[config.mk]
export PLATFORM = sky130hd
export DESIGN_NAME = tkcs_heap_ctrl
export DESIGN_NICKNAME = d
export VERILOG_FILES = /design/src/rtl/tkcs_pkg.sv /design/src/rtl/tkcs_heap_ctrl.sv
export SDC_FILE = /design/constraint.sdc
export NUM_CORES = 1
export LEC_CHECK = 0
export ABC_AREA = 1
export BUFFER_PORTS_ARGS = -buffer_cell sky130_fd_sc_hd__buf_2
export CAP_MARGIN = 20
export CORE_MARGIN = 2
export CORE_UTILIZATION = 40
export CTS_BUF_LIST = sky130_fd_sc_hd__clkbuf_16
export CTS_CLUSTER_DIAMETER = 40
export DETAILED_ROUTE_END_ITERATION = 7
export GPL_TIMING_DRIVEN = 0
export PLACE_DENSITY = 0.63
export SLEW_MARGIN = 30
export SYNTH_ARGS = -nofsm -noshare
export SYNTH_HDL_FRONTEND = slang
export SYNTH_SLANG_ARGS = --single-unit
[constraint.sdc]
create_clock -name clk -period 6.5 [get_ports clk]
set_clock_uncertainty 0.2 [all_clocks]
set_input_delay 0.325 -clock clk [delete_from_list [all_inputs] [get_ports clk]]
set_output_delay 0.325 -clock clk [all_outputs]
set_load 0.01 [all_outputs]
[src/rtl/tkcs_pkg.sv]
`default_nettype none

package tkcs_pkg;

    localparam int KEY_W      = 48;
    localparam int COUNT_W    = 32;
    localparam int HEAP_DEPTH = 1024;
    localparam int HEAP_AW    = $clog2(HEAP_DEPTH);
    localparam int SIZE_W     = HEAP_AW + 1;
    localparam int ENTRY_W    = COUNT_W + KEY_W;
    localparam int APB_AW     = 3;
    localparam int APB_DW     = 32;

    localparam logic [SIZE_W-1:0] HEAP_FULL = SIZE_W'(HEAP_DEPTH);
    localparam logic [SIZE_W-1:0] CAP_RESET = SIZE_W'(1024);

    // request opcodes
    localparam logic [1:0] OP_ADD   = 2'd0;
    localparam logic [1:0] OP_CLOSE = 2'd1;
    localparam logic [1:0] OP_POP   = 2'd2;

    // register index, taken from paddr[2]
    localparam logic REG_CAPACITY = 1'b0;

    typedef struct packed {
        logic [1:0]         op;
        logic [KEY_W-1:0]   key;
        logic [COUNT_W-1:0] count;
    } in_item_t;

    typedef struct packed {
        logic [KEY_W-1:0]   key_out;
        logic [COUNT_W-1:0] count_out;
        logic               valid_res;
        logic               last;
    } out_item_t;

    // count above key: a plain unsigned compare orders entries by count, then key
    typedef struct packed {
        logic [COUNT_W-1:0] count;
        logic [KEY_W-1:0]   key;
    } heap_entry_t;

    typedef struct packed {
        logic        ins;
        logic        pop;
        heap_entry_t entry;
    } heap_cmd_t;

    typedef struct packed {
        logic               we;
        logic [HEAP_AW-1:0] waddr;
        heap_entry_t        wdata;
        logic [HEAP_AW-1:0] raddr_a;
        logic [HEAP_AW-1:0] raddr_b;
    } ram_req_t;

endpackage

`default_nettype wire

[src/rtl/tkcs_heap_ctrl.sv]
`default_nettype none

module tkcs_heap_ctrl (
    input  wire logic                              clk,
    input  wire logic                              rst_n,
    input  wire logic [tkcs_pkg::SIZE_W-1:0]       cap,
    input  wire tkcs_pkg::heap_cmd_t               cmd,
    input  wire logic                              room,
    input  wire tkcs_pkg::heap_entry_t             rd_a,
    input  wire tkcs_pkg::heap_entry_t             rd_b,
    output tkcs_pkg::ram_req_t                     ram,
    output logic                                   busy,
    output logic                                   push,
    output tkcs_pkg::out_item_t                    res
);

    localparam int AW = tkcs_pkg::HEAP_AW;
    localparam int SW = tkcs_pkg::SIZE_W;

    localparam logic [2:0] ST_IDLE   = 3'd0;
    localparam logic [2:0] ST_SUP    = 3'd1;
    localparam logic [2:0] ST_FIN    = 3'd2;
    localparam logic [2:0] ST_REP    = 3'd3;
    localparam logic [2:0] ST_SDN    = 3'd4;
    localparam logic [2:0] ST_POPRD  = 3'd5;
    localparam logic [2:0] ST_POPOUT = 3'd6;

    logic [2:0]            state_reg, state_next;
    logic [SW-1:0]         size_reg, size_next;
    logic [AW-1:0]         hole_reg, hole_next;
    tkcs_pkg::heap_entry_t ent_reg, ent_next;
    tkcs_pkg::out_item_t   res_reg, res_next;

    logic [SW-1:0]   cap_eff;
    logic [SW-1:0]   size_dec;
    logic [AW-1:0]   last_idx, size_par, hole_par, par_par, pick_idx;
    logic [SW:0]     l_idx, r_idx, size_x;
    logic            l_ok, r_ok, l_lt_e, pick_l, pick_r;

    always_comb
    begin
        if (cap == '0)
            cap_eff = SW'(1);
        else if (cap > tkcs_pkg::HEAP_FULL)
            cap_eff = tkcs_pkg::HEAP_FULL;
        else
            cap_eff = cap;
    end

    assign size_dec = size_reg - SW'(1);
    assign last_idx = size_dec[AW-1:0];
    assign size_par = last_idx >> 1;
    assign hole_par = (hole_reg - AW'(1)) >> 1;
    assign par_par  = (hole_par - AW'(1)) >> 1;

    // children of the hole, one bit wider than the size to catch the edge
    assign l_idx  = {1'b0, hole_reg, 1'b1};
    assign r_idx  = l_idx + (SW+1)'(1);
    assign size_x = {1'b0, size_reg};
    assign l_ok   = l_idx < size_x;
    assign r_ok   = r_idx < size_x;

    // smallest of hole entry, left and right; strict compares keep the hole on ties
    always_comb
    begin
        l_lt_e = l_ok && (rd_a < ent_reg);
        if (l_lt_e)
            pick_r = r_ok && (rd_b < rd_a);
        else
            pick_r = r_ok && (rd_b < ent_reg);
        pick_l   = l_lt_e && !pick_r;
        pick_idx = pick_r ? r_idx[AW-1:0] : l_idx[AW-1:0];
    end

    always_comb
    begin
        state_next  = state_reg;
        size_next   = size_reg;
        hole_next   = hole_reg;
        ent_next    = ent_reg;
        res_next    = res_reg;
        push        = 1'b0;
        ram.we      = 1'b0;
        ram.waddr   = hole_reg;
        ram.wdata   = ent_reg;
        ram.raddr_a = '0;
        ram.raddr_b = '0;

        case (state_reg)
            ST_IDLE:
            begin
                if (cmd.ins)
                begin
                    ent_next = cmd.entry;
                    if (size_reg < cap_eff)
                    begin
                        if (size_reg == '0)
                        begin
                            ram.we    = 1'b1;
                            ram.waddr = '0;
                            ram.wdata = cmd.entry;
                            size_next = SW'(1);
                        end
                        else
                        begin
                            hole_next   = size_reg[AW-1:0];
                            ram.raddr_a = size_par;
                            size_next   = size_reg + SW'(1);
                            state_next  = ST_SUP;
                        end
                    end
                    else
                    begin
                        ram.raddr_a = '0;
                        state_next  = ST_REP;
                    end
                end
                else if (cmd.pop)
                begin
                    if (size_reg == '0)
                    begin
                        res_next   = '0;
                        state_next = ST_POPOUT;
                    end
                    else
                    begin
                        ram.raddr_a = '0;
                        ram.raddr_b = last_idx;
                        state_next  = ST_POPRD;
                    end
                end
            end

            ST_SUP:
            begin
                ram.we = 1'b1;
                if (ent_reg < rd_a)
                begin
                    // move the parent down into the hole and climb
                    ram.wdata   = rd_a;
                    hole_next   = hole_par;
                    ram.raddr_a = par_par;
                    if (hole_par == '0)
                        state_next = ST_FIN;
                end
                else
                begin
                    state_next = ST_IDLE;
                end
            end

            ST_FIN:
            begin
                ram.we     = 1'b1;
                state_next = ST_IDLE;
            end

            ST_REP:
            begin
                if (ent_reg.count > rd_a.count)
                begin
                    hole_next   = '0;
                    ram.raddr_a = AW'(1);
                    ram.raddr_b = AW'(2);
                    state_next  = ST_SDN;
                end
                else
                begin
                    state_next = ST_IDLE;
                end
            end

            ST_SDN:
            begin
                ram.we = 1'b1;
                if (pick_l || pick_r)
                begin
                    ram.wdata   = pick_r ? rd_b : rd_a;
                    hole_next   = pick_idx;
                    ram.raddr_a = {pick_idx[AW-2:0], 1'b1};
                    ram.raddr_b = {pick_idx[AW-2:0], 1'b1} + AW'(1);
                end
                else
                begin
                    state_next = ST_IDLE;
                end
            end

            ST_POPRD:
            begin
                res_next.key_out   = rd_a.key;
                res_next.count_out = rd_a.count;
                res_next.valid_res = 1'b1;
                res_next.last      = (size_dec == '0);
                ent_next           = rd_b;
                size_next          = size_dec;
                state_next         = ST_POPOUT;
            end

            ST_POPOUT:
            begin
                if (room)
                begin
                    push = 1'b1;
                    if (size_reg != '0)
                    begin
                        hole_next   = '0;
                        ram.raddr_a = AW'(1);
                        ram.raddr_b = AW'(2);
                        state_next  = ST_SDN;
                    end
                    else
                    begin
                        state_next = ST_IDLE;
                    end
                end
            end

            default:
            begin
                state_next = ST_IDLE;
            end
        endcase
    end

    assign busy = (state_reg != ST_IDLE);
    assign res  = res_reg;

    always_ff @(posedge clk or negedge rst_n)
    begin
        if (!rst_n)
        begin
            state_reg <= ST_IDLE;
            size_reg  <= '0;
        end
        else
        begin
            state_reg <= state_next;
            size_reg  <= size_next;
        end
    end

    always_ff @(posedge clk)
    begin
        hole_reg <= hole_next;
        ent_reg  <= ent_next;
        res_reg  <= res_next;
    end

endmodule

`default_nettype wire

==> impl_metrics.tcl <==
set metrics [dict create \
    status "completed" \
    cts_tree "yes" \
    ctsResizeCount 0 \
    hold_violations 0 \
    slew-limit-headroom 0.3113 \
    io_pins 451 \
    utilization 0.5254 \
    start_util 0.4046 \
    die_y_um 221 \
    synth_edf_count 172 \
    fillCellCount 4623 \
    cts_setup_buffers 0 \
    ant_nets 0 \
    max-clock-path-buffers 2 \
    tightest_slew_ns 1.029 \
    wl_per_cell_um 21.27 \
    antenna_found_initial 11 \
    worst-path-max-fanout 10 \
    postSynth.asyncResetShare 0.07527 \
    critPathLaunchType "flop" \
    netlist_area_sq_um 18840 \
    drc 0 \
    tns_ns 0 \
    setup_violations 0 \
    synth_nets 3194 \
    grt_overflow_total 0 \
    startpoint "hole_reg[1]$_DFFE_PP_" \
    crit_type "flop to output port" \
    layout.nets 3854 \
    cts_max_level 4 \
    clk_latency_ns 0.51 \
    synthTopCellsByArea "edfxtp_1, ha_1, nand2_1" \
    drv_slew 0 \
    cts.reportedPaths.clkPinSlew_ns 0.07 \
    io_buffers 449 \
    synth_top_area_share 0.2742 \
    r2r_end "hole_reg[5]$_DFFE_PP_" \
    postPlaceCellArea_sq_um 22030 \
    largest_register_ffs 82 \
    cts.sinks 186 \
    avgSynthCellArea_sq_um 7.076 \
    dp_cells 3726 \
    syn_to_final_growth_pct 29.85 \
    grt_pass1_wl_mm 124.1 \
    hold_path.class "input pin to flop" \
    rrSetupSlack_ns 1.88 \
    power.leakage_nw 12.43 \
    synth-seq-area-share 0.2928 \
    hold_end "res[57]$_SDFFCE_PN0P_" \
    grt_max_degree 41 \
    reg2reg_from "hole_reg[1]$_DFFE_PP_" \
    peakVddDrop_uv 250.3 \
    period_needed_ns 5.639 \
    fmax_mhz 177.3 \
    arrival_ns 5.11 \
    first_pass_iters 7 \
    fp.coreArea_sq_um 46560 \
    finish.instance_area_sq_um 24460 \
    clockRootBuffer "clkbuf_16" \
    std_cell_rows 79 \
    vias_per_cell 5.448 \
    synth_flop_cell "edfxtp_1" \
    grt_use_total 0.3346 \
    drv_cap 0 \
    synth_top_cell_by_area "edfxtp_1" \
    numCtsBuffers 17 \
    ys_types 53 \
    dp_hpwl_mm 66.91 \
    postCtsHoldBufs 184 \
    grt_pass1_vias 20978 \
    powerDensity_nw_per_um2 475.7 \
    synth_warnings 0 \
    ys_seq_elements 186 \
    fp.dieArea_sq_um 48840 \
    end_kind "output port" \
    drive_above_1_share 0.1677 \
    setup_slack_ns 0.8610 \
    synth_cells 2662 \
    drt_wl_total_mm 84.04 \
    fp.dieW_um 221 \
    hp-start "rd_a[23]" \
    layoutNonFillerInstCount 3952 \
    hold_path_depth 3 \
    drtIter0Drc 2066 \
    required_ns 5.97 \
    dr_total_vias 21531 \
    fin_crit_sh 0.8675 \
    r2r_cells 16 \
    gp_congestion 0.9425 \
    pre_cts_ws_ns 1.432 \
    grt_setup_unrepaired "false" \
]
[critical path, stage by stage, from the launching register on]
cell	delay, ns
edfxtp_1	0.53
ha_1	0.26
nand2_1	0.13
nor3_2	0.06
a211oi_1	0.40
ha_1	0.34
a21oi_1	0.15
nor2_1	0.05
a211oi_1	0.18
o21a_1	0.18
o21ai_1	0.08
a21oi_2	0.52
nand3_4	0.25
buf_6	0.21
ha_1	0.28
inv_1	0.09
nand4_1	0.15
nor2_1	0.18
nor2_1	0.05
o21ai_0	0.30
buf_2	0.21
[synth_stat cells (3+ instances only)]
library cell  number
o21ai_1           35
nor2_2             7
xor2_1            28
nand2_2            3
a21oi_1          199
nor2_1           253
a31oi_1            7
nand3b_1           3
inv_1            337
dfrtp_1           14
edfxtp_1         172
o21a_1            11
ha_1             276
buf_4              5
buf_6              7
nor4_1             6
a22oi_1            8
nand2_1          780
o21ai_0          130
o221ai_1          13
nand3_1          123
clkinv_1           4
inv_2             10
o211ai_1          51
nor3_1            22
clkbuf_1          56
buf_2             22
a21o_1             7
xnor2_1            4
o22ai_1            4
nand4_1           37
[metrics by stage]
stage	total power (W)	hold WS, ns
finish	0.01164	0.02830
detailed placement	0.01022	0.06504
CTS	0.01151	0.0003099
global placement	0.009928	0.05675
floorplan	0.006980	-0.1706
global route	0.01244	0.005215
[cells by family after synthesis]
logic type      after synthesis  synth area share
fa+ha+maj                   276            0.1833
simple gates               1247            0.2716
xor+xnor                     32           0.01488
flops                       186            0.2928
buf+inv                     443           0.09353
mux                           1         0.0005978
compound gates              477            0.1432
[report_power, final]
group / leakage (nW) / total (W) / internal, W / switching [W]
sequential: 1.82 / 0.00240 / 0.00201 / 0.000389
clock: 0.279 / 0.00109 / 0.000558 / 0.000532
combinational: 10.3 / 0.00815 / 0.00276 / 0.00539
total: 12.4 / 0.0116 / 0.00532 / 0.00632
[area by class of cell]
class,count,area (sq um),share of cell area
Multi-Input combinational cell,2033,11580,0.4736
Sequential cell,186,5515,0.2255
Clock inverter,14,130.1,0.005320
Timing Repair Buffer,641,4257,0.1740
Clock buffer,17,425.4,0.01739
Buffer,92,444.2,0.01816
Tap cell,607,759.5,0.03105
Inverter,351,1318,0.05387
Antenna cell,11,27.53,0.001125
[worst max path at each step]
stage	slack [ns]	depth (start not counted)	endpoint
2_1_floorplan	0.02	8	res[0]$_SDFFCE_PN0P_
3_3_place_gp	-3.85	5	res[45]$_SDFFCE_PN0P_
3_5_place_dp	1.43	20	ram[6]
4_1_cts	0.85	20	ram[6]
5_1_grt	0.45	20	ram[6]
6_report	0.86	20	ram[6]
[routing by layer]
layer	global-route usage	wire length [um]
met1	0.4346	35080
met2	0.5403	38370
met3	0.06812	7448
met4	0.1412	3123
met5	0	21
[layout by cell type, fill, tap and decap left out, types with 4 or more instances in the layout]
cell | synthesis | final
o21ai_1 | 35 | 35
o21ai_0 | 130 | 130
ha_1 | 276 | 276
o221ai_1 | 13 | 13
nor3_1 | 22 | 21
a22oi_1 | 8 | 8
edfxtp_1 | 172 | 172
xnor2_1 | 4 | 4
buf_16 | 0 | 4
clkbuf_1 | 56 | 56
buf_2 | 22 | 471
nand3_1 | 123 | 123
inv_2 | 10 | 10
clkinv_2 | 0 | 5
xor2_1 | 28 | 28
nand4_1 | 37 | 37
o22ai_1 | 4 | 4
nor2_2 | 7 | 7
buf_4 | 5 | 6
nor2_1 | 253 | 253
o21a_1 | 11 | 11
dfrtp_1 | 14 | 14
nand2_1 | 780 | 779
o211ai_1 | 51 | 51
a21oi_1 | 199 | 198
dlygate4sd3_1 | 0 | 184
inv_1 | 337 | 338
clkinv_1 | 4 | 6
clkbuf_16 | 0 | 17
diode_2 | 0 | 11
a21o_1 | 7 | 7
a31oi_1 | 7 | 7
nor4_1 | 6 | 6
buf_6 | 7 | 7
Power figures use the tool's default switching activity.
