### src/rtl/tkcs_pkg.sv
`default_nettype none

package tkcs_pkg;

    localparam int KEY_W      = 48;
    localparam int COUNT_W    = 32;
    localparam int HEAP_DEPTH = 1024;
    localparam int HEAP_AW    = $clog2(HEAP_DEPTH);
    localparam int SIZE_W     = HEAP_AW + 1;
    localparam int ENTRY_W    = COUNT_W + KEY_W;
    localparam int APB_AW     = 3;
    localparam int APB_DW     = 32;

    localparam logic [SIZE_W-1:0] HEAP_FULL = SIZE_W'(HEAP_DEPTH);
    localparam logic [SIZE_W-1:0] CAP_RESET = SIZE_W'(1024);

    // request opcodes
    localparam logic [1:0] OP_ADD   = 2'd0;
    localparam logic [1:0] OP_CLOSE = 2'd1;
    localparam logic [1:0] OP_POP   = 2'd2;

    // register index, taken from paddr[2]
    localparam logic REG_CAPACITY = 1'b0;

    typedef struct packed {
        logic [1:0]         op;
        logic [KEY_W-1:0]   key;
        logic [COUNT_W-1:0] count;
    } in_item_t;

    typedef struct packed {
        logic [KEY_W-1:0]   key_out;
        logic [COUNT_W-1:0] count_out;
        logic               valid_res;
        logic               last;
    } out_item_t;

    // count above key: a plain unsigned compare orders entries by count, then key
    typedef struct packed {
        logic [COUNT_W-1:0] count;
        logic [KEY_W-1:0]   key;
    } heap_entry_t;

    typedef struct packed {
        logic        ins;
        logic        pop;
        heap_entry_t entry;
    } heap_cmd_t;

    typedef struct packed {
        logic               we;
        logic [HEAP_AW-1:0] waddr;
        heap_entry_t        wdata;
        logic [HEAP_AW-1:0] raddr_a;
        logic [HEAP_AW-1:0] raddr_b;
    } ram_req_t;

endpackage

`default_nettype wire

### src/rtl/tkcs_run_acc.sv
`default_nettype none

module tkcs_run_acc (
    input  wire logic                clk,
    input  wire logic                rst_n,
    input  wire logic                take,
    input  wire tkcs_pkg::in_item_t  item,
    output tkcs_pkg::heap_cmd_t      cmd
);

    logic [tkcs_pkg::KEY_W-1:0]   pend_key_reg, pend_key_next;
    logic [tkcs_pkg::COUNT_W-1:0] pend_count_reg, pend_count_next;
    logic                         pend_valid_reg, pend_valid_next;
    logic                         is_add, is_close, hit;
    logic [tkcs_pkg::COUNT_W:0]   sum;

    assign is_add   = (item.op == tkcs_pkg::OP_ADD);
    assign is_close = (item.op == tkcs_pkg::OP_CLOSE);
    assign hit      = pend_valid_reg && (pend_key_reg == item.key);
    assign sum      = {1'b0, pend_count_reg} + {1'b0, item.count};

    // flush the pending run on a key change or a close
    always_comb
    begin
        cmd.ins         = take && pend_valid_reg && ((is_add && !hit) || is_close);
        cmd.pop         = take && (item.op == tkcs_pkg::OP_POP);
        cmd.entry.count = pend_count_reg;
        cmd.entry.key   = pend_key_reg;
    end

    always_comb
    begin
        pend_key_next   = pend_key_reg;
        pend_count_next = pend_count_reg;
        pend_valid_next = pend_valid_reg;
        if (take && is_add)
        begin
            if (hit)
            begin
                pend_count_next = sum[tkcs_pkg::COUNT_W] ? '1 : sum[tkcs_pkg::COUNT_W-1:0];
            end
            else
            begin
                pend_key_next   = item.key;
                pend_count_next = item.count;
                pend_valid_next = 1'b1;
            end
        end
        else if (take && is_close)
        begin
            pend_key_next   = '0;
            pend_count_next = '0;
            pend_valid_next = 1'b0;
        end
    end

    always_ff @(posedge clk or negedge rst_n)
    begin
        if (!rst_n)
        begin
            pend_key_reg   <= '0;
            pend_count_reg <= '0;
            pend_valid_reg <= 1'b0;
        end
        else
        begin
            pend_key_reg   <= pend_key_next;
            pend_count_reg <= pend_count_next;
            pend_valid_reg <= pend_valid_next;
        end
    end

endmodule

`default_nettype wire

### config.mk
export PLATFORM = sky130hd
export DESIGN_NAME = tkcs_run_acc
export DESIGN_NICKNAME = d
export VERILOG_FILES = /design/src/rtl/tkcs_pkg.sv /design/src/rtl/tkcs_run_acc.sv
export SDC_FILE = /design/constraint.sdc
export NUM_CORES = 1
export LEC_CHECK = 0
export BUFFER_PORTS_ARGS = -buffer_cell sky130_fd_sc_hd__buf_2
export CAP_MARGIN = 20
export CORE_MARGIN = 5
export CORE_UTILIZATION = 40
export CTS_CLUSTER_DIAMETER = 30
export DETAILED_ROUTE_END_ITERATION = 10
export SYNTH_ARGS = -nofsm -noshare
export SYNTH_HDL_FRONTEND = slang
export SYNTH_SLANG_ARGS = --single-unit
export TNS_END_PERCENT = 10
### constraint.sdc
create_clock -name clk -period 6.4 [get_ports clk]
set_clock_uncertainty 0.05 [all_clocks]
set_input_delay 0.32 -clock clk [delete_from_list [all_inputs] [get_ports clk]]
set_output_delay 0.32 -clock clk [all_outputs]
set_load 0.1 [all_outputs]
==> impl_results.md, run 1 <==
* Hold Path Cell Cnt at 3
* Worst-Skew Late Latency at 0.34 ns
* DRT iter0 DRCs at about 350
* Post-route design area at ~7300 um^2
* Placeable Area at 15030 um^2
* Compound-gate portion of the synthesized area at 29.36%
* Synthesis Warnings at 0
* Io pins at approximately 170
* Switching share of power at 47.27%
* Hold crit path type: in -> reg
* Initial Utilization at 40.19%
* H-tree levels at 3
* Post-route DRC violation count at 0
* Avg Cell Area, Syn at 8.607 um^2
* Initial antenna violation count at 3
* Mux cell area share after synthesis at 0%
* Clock tree buffer depth at 2
* WS Path Type: reg -> reg
* R2r setup slk at between 2 and 3 ns
* Power Internal at roughly 1100 uW
* Nets at 952
* Setup TNS at 0 ns
* Comb power frac at 44.4%
* Status: finished clean
* Synth Area in Adders at 6.958%
* F_max at 276.0 MHz
* Setup crit end kind: flop
* MaxCap Viol Count at 0
* Critical Path RT at between 6 and 7 ns
* Post-DP HPWL at 12.94 mm
* Pins Over Slew Limit at 0
* WP data arrival at 3.80 ns
* Worst Path Max Fanout at 32
* #FFs+latches synth at ~80
* Die Ht at 132.9 um
* Most frequent cells after synthesis: nand2_1 (102), o21ai_0 (96), dfrtp_1 (81), a22oi_1 (48), clkbuf_1 (44)
* Most frequent cell after synthesis: nand2_1
* TritonCTS buffer count at 9
* Register area share after synthesis at 33.55%
* Peak supply drop at roughly 0.14 mV
* Top FF cell, synth: dfrtp_1
* Lkg Pwr at between 0.003 and 0.004 uW
* DRT Pass-1 Iters at 5
* Fill cells at 1467
* Vias in the first global route at 5740
* Chip width at 132.9 um
* Simple-gate portion of the synthesized area at about 15%
* Clk sink count at 81
* Area contributors post-synth: dfrtp_1 (34%), o21ai_0 (8.0%), ha_1 (6.6%)
* Row count at 45
* Fraction of layout instances using a drive strength above 1 at 28.28%
* Post-synth EDFFs at 0
* RSZ-0062 raised after global routing: false
* Setup violators final at 0
* IO buf count at 166
* Area Overhead vs Synth at 20.56%
* Asr flop ratio synth at 100.0%
* Worst rel slew slack at 39.31%
* Max reg flops at 48
* Full die area at about 18000 um^2
* Total nets after synthesis at 820
* Fin crit share at between 50% and 60%
* Multi-input gate area at 3792 um^2
* Via count at 5804
* Post-DR vias/cell at 5.657
* Worst-path clk slew at 0.06 ns
* Synth Instances at 702
* FF+latch area at 2027 um^2
* Switching power at 971.3 uW
* Startpoint Class: flop
* Gp weighted congestion at 0.8724
* P per Cell Area at 282.0 nW/um^2
* Largest net degree at the start of global routing at 83
* Slew @ Worst Pin at just over 0.9 ns
* Synth cell types at 48
* Root Driver: clkbuf_16
* Top cell type's share of synthesized area at 33.55%
* Post-route setup slack at 2.777 ns
* Diode count at 0
* Placed Area at 6929 um^2
* Inst Count DP at 1008
* Setup WS pre-CTS at 2.660 ns
* Total track usage at 20.34%
* Worst Reg-to-Reg Cells at 11
* Non-Filler Instances at between 1000 and 1500
* Antenna-violating nets left at 0
* Post-synth top area cell: dfrtp_1
* Wire per inst at 17.67 um
* Largest family of logic cells by synthesized area: compound AO/OA/AOI/OAI gates
* Synth Area in XOR/XNOR at about 11%
* Endpoints failing hold at 0
* Grt ovf at 0
* Post-CTS sizing at 0
* Mapped Area at slightly above 6000 um^2
* Tmin final at roughly 3.6 ns
* Reg power frac at slightly above 30%
* CTS tree: done
* Clock power share at 25.2%
* Routed WL at 18.13 mm
* First-pass GRT wire length at 29.59 mm
[metrics by stage]
stage | hold slack (ns) | total power (uW) | utilization [%]
after floorplan | -0.02559 | 1345 | -
after global placement | 0.4251 | 1533 | 46.09
after detailed placement | 0.4273 | 1542 | 46.09
after CTS | 0.1803 | 2066 | 48.02
after global routing | 0.2546 | 2159 | 48.46
final | 0.2458 | 2055 | 48.46
[placed cells by master (no fill, tap or decap), types with 5 or more instances in the layout]
cell type,Yosys,layout
a211oi_1,8,8
a21o_1,22,22
a21oi_1,27,27
a22oi_1,48,48
a31oi_1,5,5
and3_1,7,7
buf_2,2,165
clkbuf_16,0,9
dfrtp_1,81,81
ha_1,32,32
inv_1,7,7
nand2_1,102,102
nand3_1,6,6
nand4_1,14,14
nor2_1,25,24
nor2_2,19,19
nor4_1,8,8
o21ai_0,96,96
o31ai_2,25,25
xnor2_1,34,34
xor2_1,42,42
[worst paths after layout]
path | startpoint | to
max | pend_count_reg[0] | pend_count_reg[28]
min | item[59] | pend_key_reg[27]
max reg2reg | pend_count_reg[0] | pend_count_reg[28]
min reg2reg | pend_valid_reg | pend_valid_reg
max in group asynchronous | rst_n | pend_key_reg[41]
min in group asynchronous | rst_n | pend_count_reg[15]
[critical path, stage by stage (launching register included)]
cell       delay [ns]
dfrtp_1          0.40
ha_1             0.23
fa_1             0.40
a21oi_1          0.20
nand4b_1         0.15
and2_4           0.18
a2111oi_2        0.08
nor4_1           0.38
or4b_1           0.20
nand3_2          0.69
o221ai_1         0.45
nand2_1          0.09
[logic make-up (layout without fill, tap and decap cells)]
family | after synthesis | count (layout)
compound gates | 259 | 259
flops | 81 | 81
simple gates | 196 | 196
fa+ha+maj | 33 | 33
buf+inv | 57 | 193
xor+xnor | 76 | 76
[final cells by class]
class / instances / area share, %
clock buffers: 12 / 3.659
multi-input cells: 564 / 52.06
well taps: 188 / 3.229
inverters: 7 / 0.3607
repair buffers: 171 / 12.54
flip-flops and latches: 81 / 27.83
clock inverters: 3 / 0.3263
[power by group through the flow]
stage	Sequential [uW]	Clock, uW	Combinational [uW]
5_1_grt	634	553	972
2_1_floorplan	1020	0	328
3_3_place_gp	630	0	902
3_5_place_dp	633	0	908
4_1_cts	625	530	911
6_report	625	518	912
[repair_timing]
action                                  in CTS  in global routing
hold buffers                                 0                  1
endpoints found under the hold margin        0                 33
endpoints found under the setup margin       0                  0
setup buffers                                0                  0
[per-layer routing]
metal  vias to the layer above  track usage (%)  share of wire (%)
li1                       2810                -                  -
met1                      2801            27.86                 46
met5                         -                0               0.16
met4                         6            6.524                2.0
met2                       157            31.83                 46
met3                        30            4.677                5.8
Power figures use the tool's default switching activity.
==> inputs of run 2 (changes only) <==
==> constraint.sdc (replaced) <==
create_clock -name clk -period 3.5 [get_ports clk]
set_clock_uncertainty 0.05 [all_clocks]
set_input_delay 0.175 -clock clk [delete_from_list [all_inputs] [get_ports clk]]
set_output_delay 0.175 -clock clk [all_outputs]
set_load 0.1 [all_outputs]
==> run 2 against run 1 <==
  * Combinational power up 83%
  * Power up 82%
  * Non-clock buffer count up 5
  * Clock power up 81%
  * Via count down 0.83%
  * Fmax up 14%
  * Critical path depth unchanged
  * Cell count up 0.68%
  * First-iteration DRC count down 16%
  * Core utilization up 0.19 points
  * Final area up 0.39%
  * Critical endpoint is now pend_count_reg[23]
  * Largest power group unchanged
==> impl_results.md, run 2 (synthesis results as in run 1) <==
* Status: finished clean
* Placeable Area at 15030 um^2
* Commonest non-fill, non-tap cell in the layout: buf_2
* Die Ht at around 130 um
* Most frequent cells in the layout: buf_2 (165), nand2_1 (102), o21ai_0 (96)
* Largest net degree at the start of global routing at 60
* Clock tree buffer depth at 2
* Row count at 45
* Wire per inst at 17.39 um
* First-pass GRT wire length at slightly below 30 mm
* CTS tree: done
* Gp weighted congestion at 0.9166
* Via count at roughly 5800
* Worst-path clk slew at roughly 0.07 ns
* Setup Fix Bufs, Post-CTS at 0
* H-tree levels at 3
* Fill cells at roughly 1400
* F_max at 315.5 MHz
* Critical path's slowest cell: or4b_1
* MaxCap Viol Count at 0
* Fin crit share at 90.55%
* Hold crit path type: in -> reg
* Non-Filler Instances at 1033
* Antenna-violating nets left at 0
* Startpoint Class: flop
* Worst rel slew slack at about two fifths
* Grt ovf at 0
* TritonCTS buffer count at 9
* Post-DP HPWL at 13.20 mm
* Tmin final at 3.169 ns
* Initial antenna violation count at 2
* WS Path Type: reg -> reg
* Full die area at 17660 um^2
* Chip width at 132.9 um
* Critical Path RT at 3.71 ns
* Worst-Skew Late Latency at 0.35 ns
* P per Cell Area at 511.9 nW/um^2
* Clk sink count at 81
* DRT iter0 DRCs at 299
* Setup crit end kind: flop
* Routed WL at 17.96 mm
* Minimum hold slack at ~0.09 ns
* WP data arrival at 3.38 ns
* Lkg Pwr at 0.003516 uW
* Setup violators final at 0
* Inst Count DP at slightly above 1000
* Total track usage at 19.98%
* Max reg flops at 48
* Initial Utilization at about two fifths
* Root Driver: clkbuf_16
* Slew @ Worst Pin at around 0.89 ns
* CP delay by family, top: compound AO/OA/AOI/OAI gates
* IO buf count at approximately 170
* DRT Pass-1 Iters at 4
* Buffers and inverters on the worst path at 1
* Nets at 957
* Vias in the first global route at 5616
* Endpoints failing hold at 0
* RSZ-0062 raised after global routing: false
* Peak supply drop at 0.2500 mV
* Io pins at 167
* Pins Over Slew Limit at 0
* Area Overhead vs Synth at 21.04%
* Fraction of layout instances using a drive strength above 1 at 29.03%
* Post-route DRC violation count at 0
* Crit-path cells: ha_1 > o21ai_1 > a21oi_1 > o31ai_1 > a2111oi_2 > nor4_1 > or4b_1 > nand3_2 > buf_4 > nor2_1 > o31ai_2
* CP max stage delay at 0.55 ns
* Worst Path Max Fanout at 17
* Post-DR vias/cell at 5.572
-- run 2: cell count changes in the layout (fill, tap and decap cells not counted) --
cell / before / now
diode_2: 0 / 1
clkbuf_8: 3 / 0
buf_12: 0 / 2
clkinv_4: 0 / 3
inv_6: 1 / 2
a211oi_1: 8 / 7
clkinvlp_4: 2 / 1
dfrtp_1: 81 / 80
buf_16: 2 / 0
buf_4: 3 / 8
inv_8: 0 / 1
dfrtp_2: 0 / 1
a211oi_2: 0 / 1
-- run 2: worst paths after layout --
path | from | to | slack, ns | cells past startpoint
hold reg to reg | pend_valid_reg | pend_valid_reg | 0.45 | 1
setup reg to reg | pend_count_reg[7] | pend_count_reg[23] | 0.33 | 11
hold / removal | item[68] | pend_key_reg[36] | 0.09 | 3
min in group asynchronous | rst_n | pend_count_reg[15] | 0.36 | 2
max in group asynchronous | rst_n | pend_key_reg[28] | 2.13 | 3
setup / recovery | pend_count_reg[7] | pend_count_reg[23] | 0.33 | 11
-- run 2: report_power, final --
| group | total [uW] | leakage, uW | internal, uW | switching (uW) |
|---|---|---|---|---|
| logic | 1670 | 0.00232 | 404 | 1260 |
| registers | 1140 | 0.00106 | 1040 | 104 |
| clock network | 937 | 0.000139 | 495 | 442 |
-- run 2: area by class of cell --
| cell class | count | area, um^2 | share of cell area [%] |
|---|---|---|---|
| Multi-Input combinational cell | 564 | 3797 | 51.92 |
| Sequential cell | 81 | 2028 | 27.73 |
| Timing Repair Buffer | 176 | 935.9 | 12.80 |
| Tap cell | 188 | 235.2 | 3.216 |
| Clock buffer | 9 | 225.2 | 3.080 |
| Clock inverter | 7 | 62.56 | 0.8554 |
| Inverter | 7 | 26.28 | 0.3593 |
| Antenna cell | 1 | 2.502 | 0.03422 |
-- run 2: metal layers --
metal / track usage [%] / vias to the layer above / share of wire, %
met1: 25.14 / 2766 / 43
met5: 0 / - / 0.050
met3: 5.741 / 18 / 6.6
met4: 5.658 / 2 / 1.5
li1: - / 2828 / -
met2: 33.44 / 142 / 49
-- run 2: stage by stage --
step	TNS [ns]	total power, uW	util, %	area (um^2)	setup slack (ns)
after global routing	0	3928	48.65	7313	0.07967
final	0	3744	48.65	7313	0.3306
after detailed placement	0	2822	46.52	6993	0.3441
after CTS	0	3767	48.50	7291	0.3131
after global placement	0	2804	46.52	6993	0.4007
after floorplan	-0.004271	2461	-	6048	-0.004271
-- run 2: timing repair --
| item | CTS | global route |
|---|---|---|
| hold buffers | 1 | 0 |
| resized for setup | 0 | 0 |
| endpoints found under the hold margin | 50 | 0 |
-- run 2: tightest hold or removal path, cell delays in order --
cell and delay [ns]:
buf_2 0.09, a22oi_1 0.06, o21ai_0 0.13
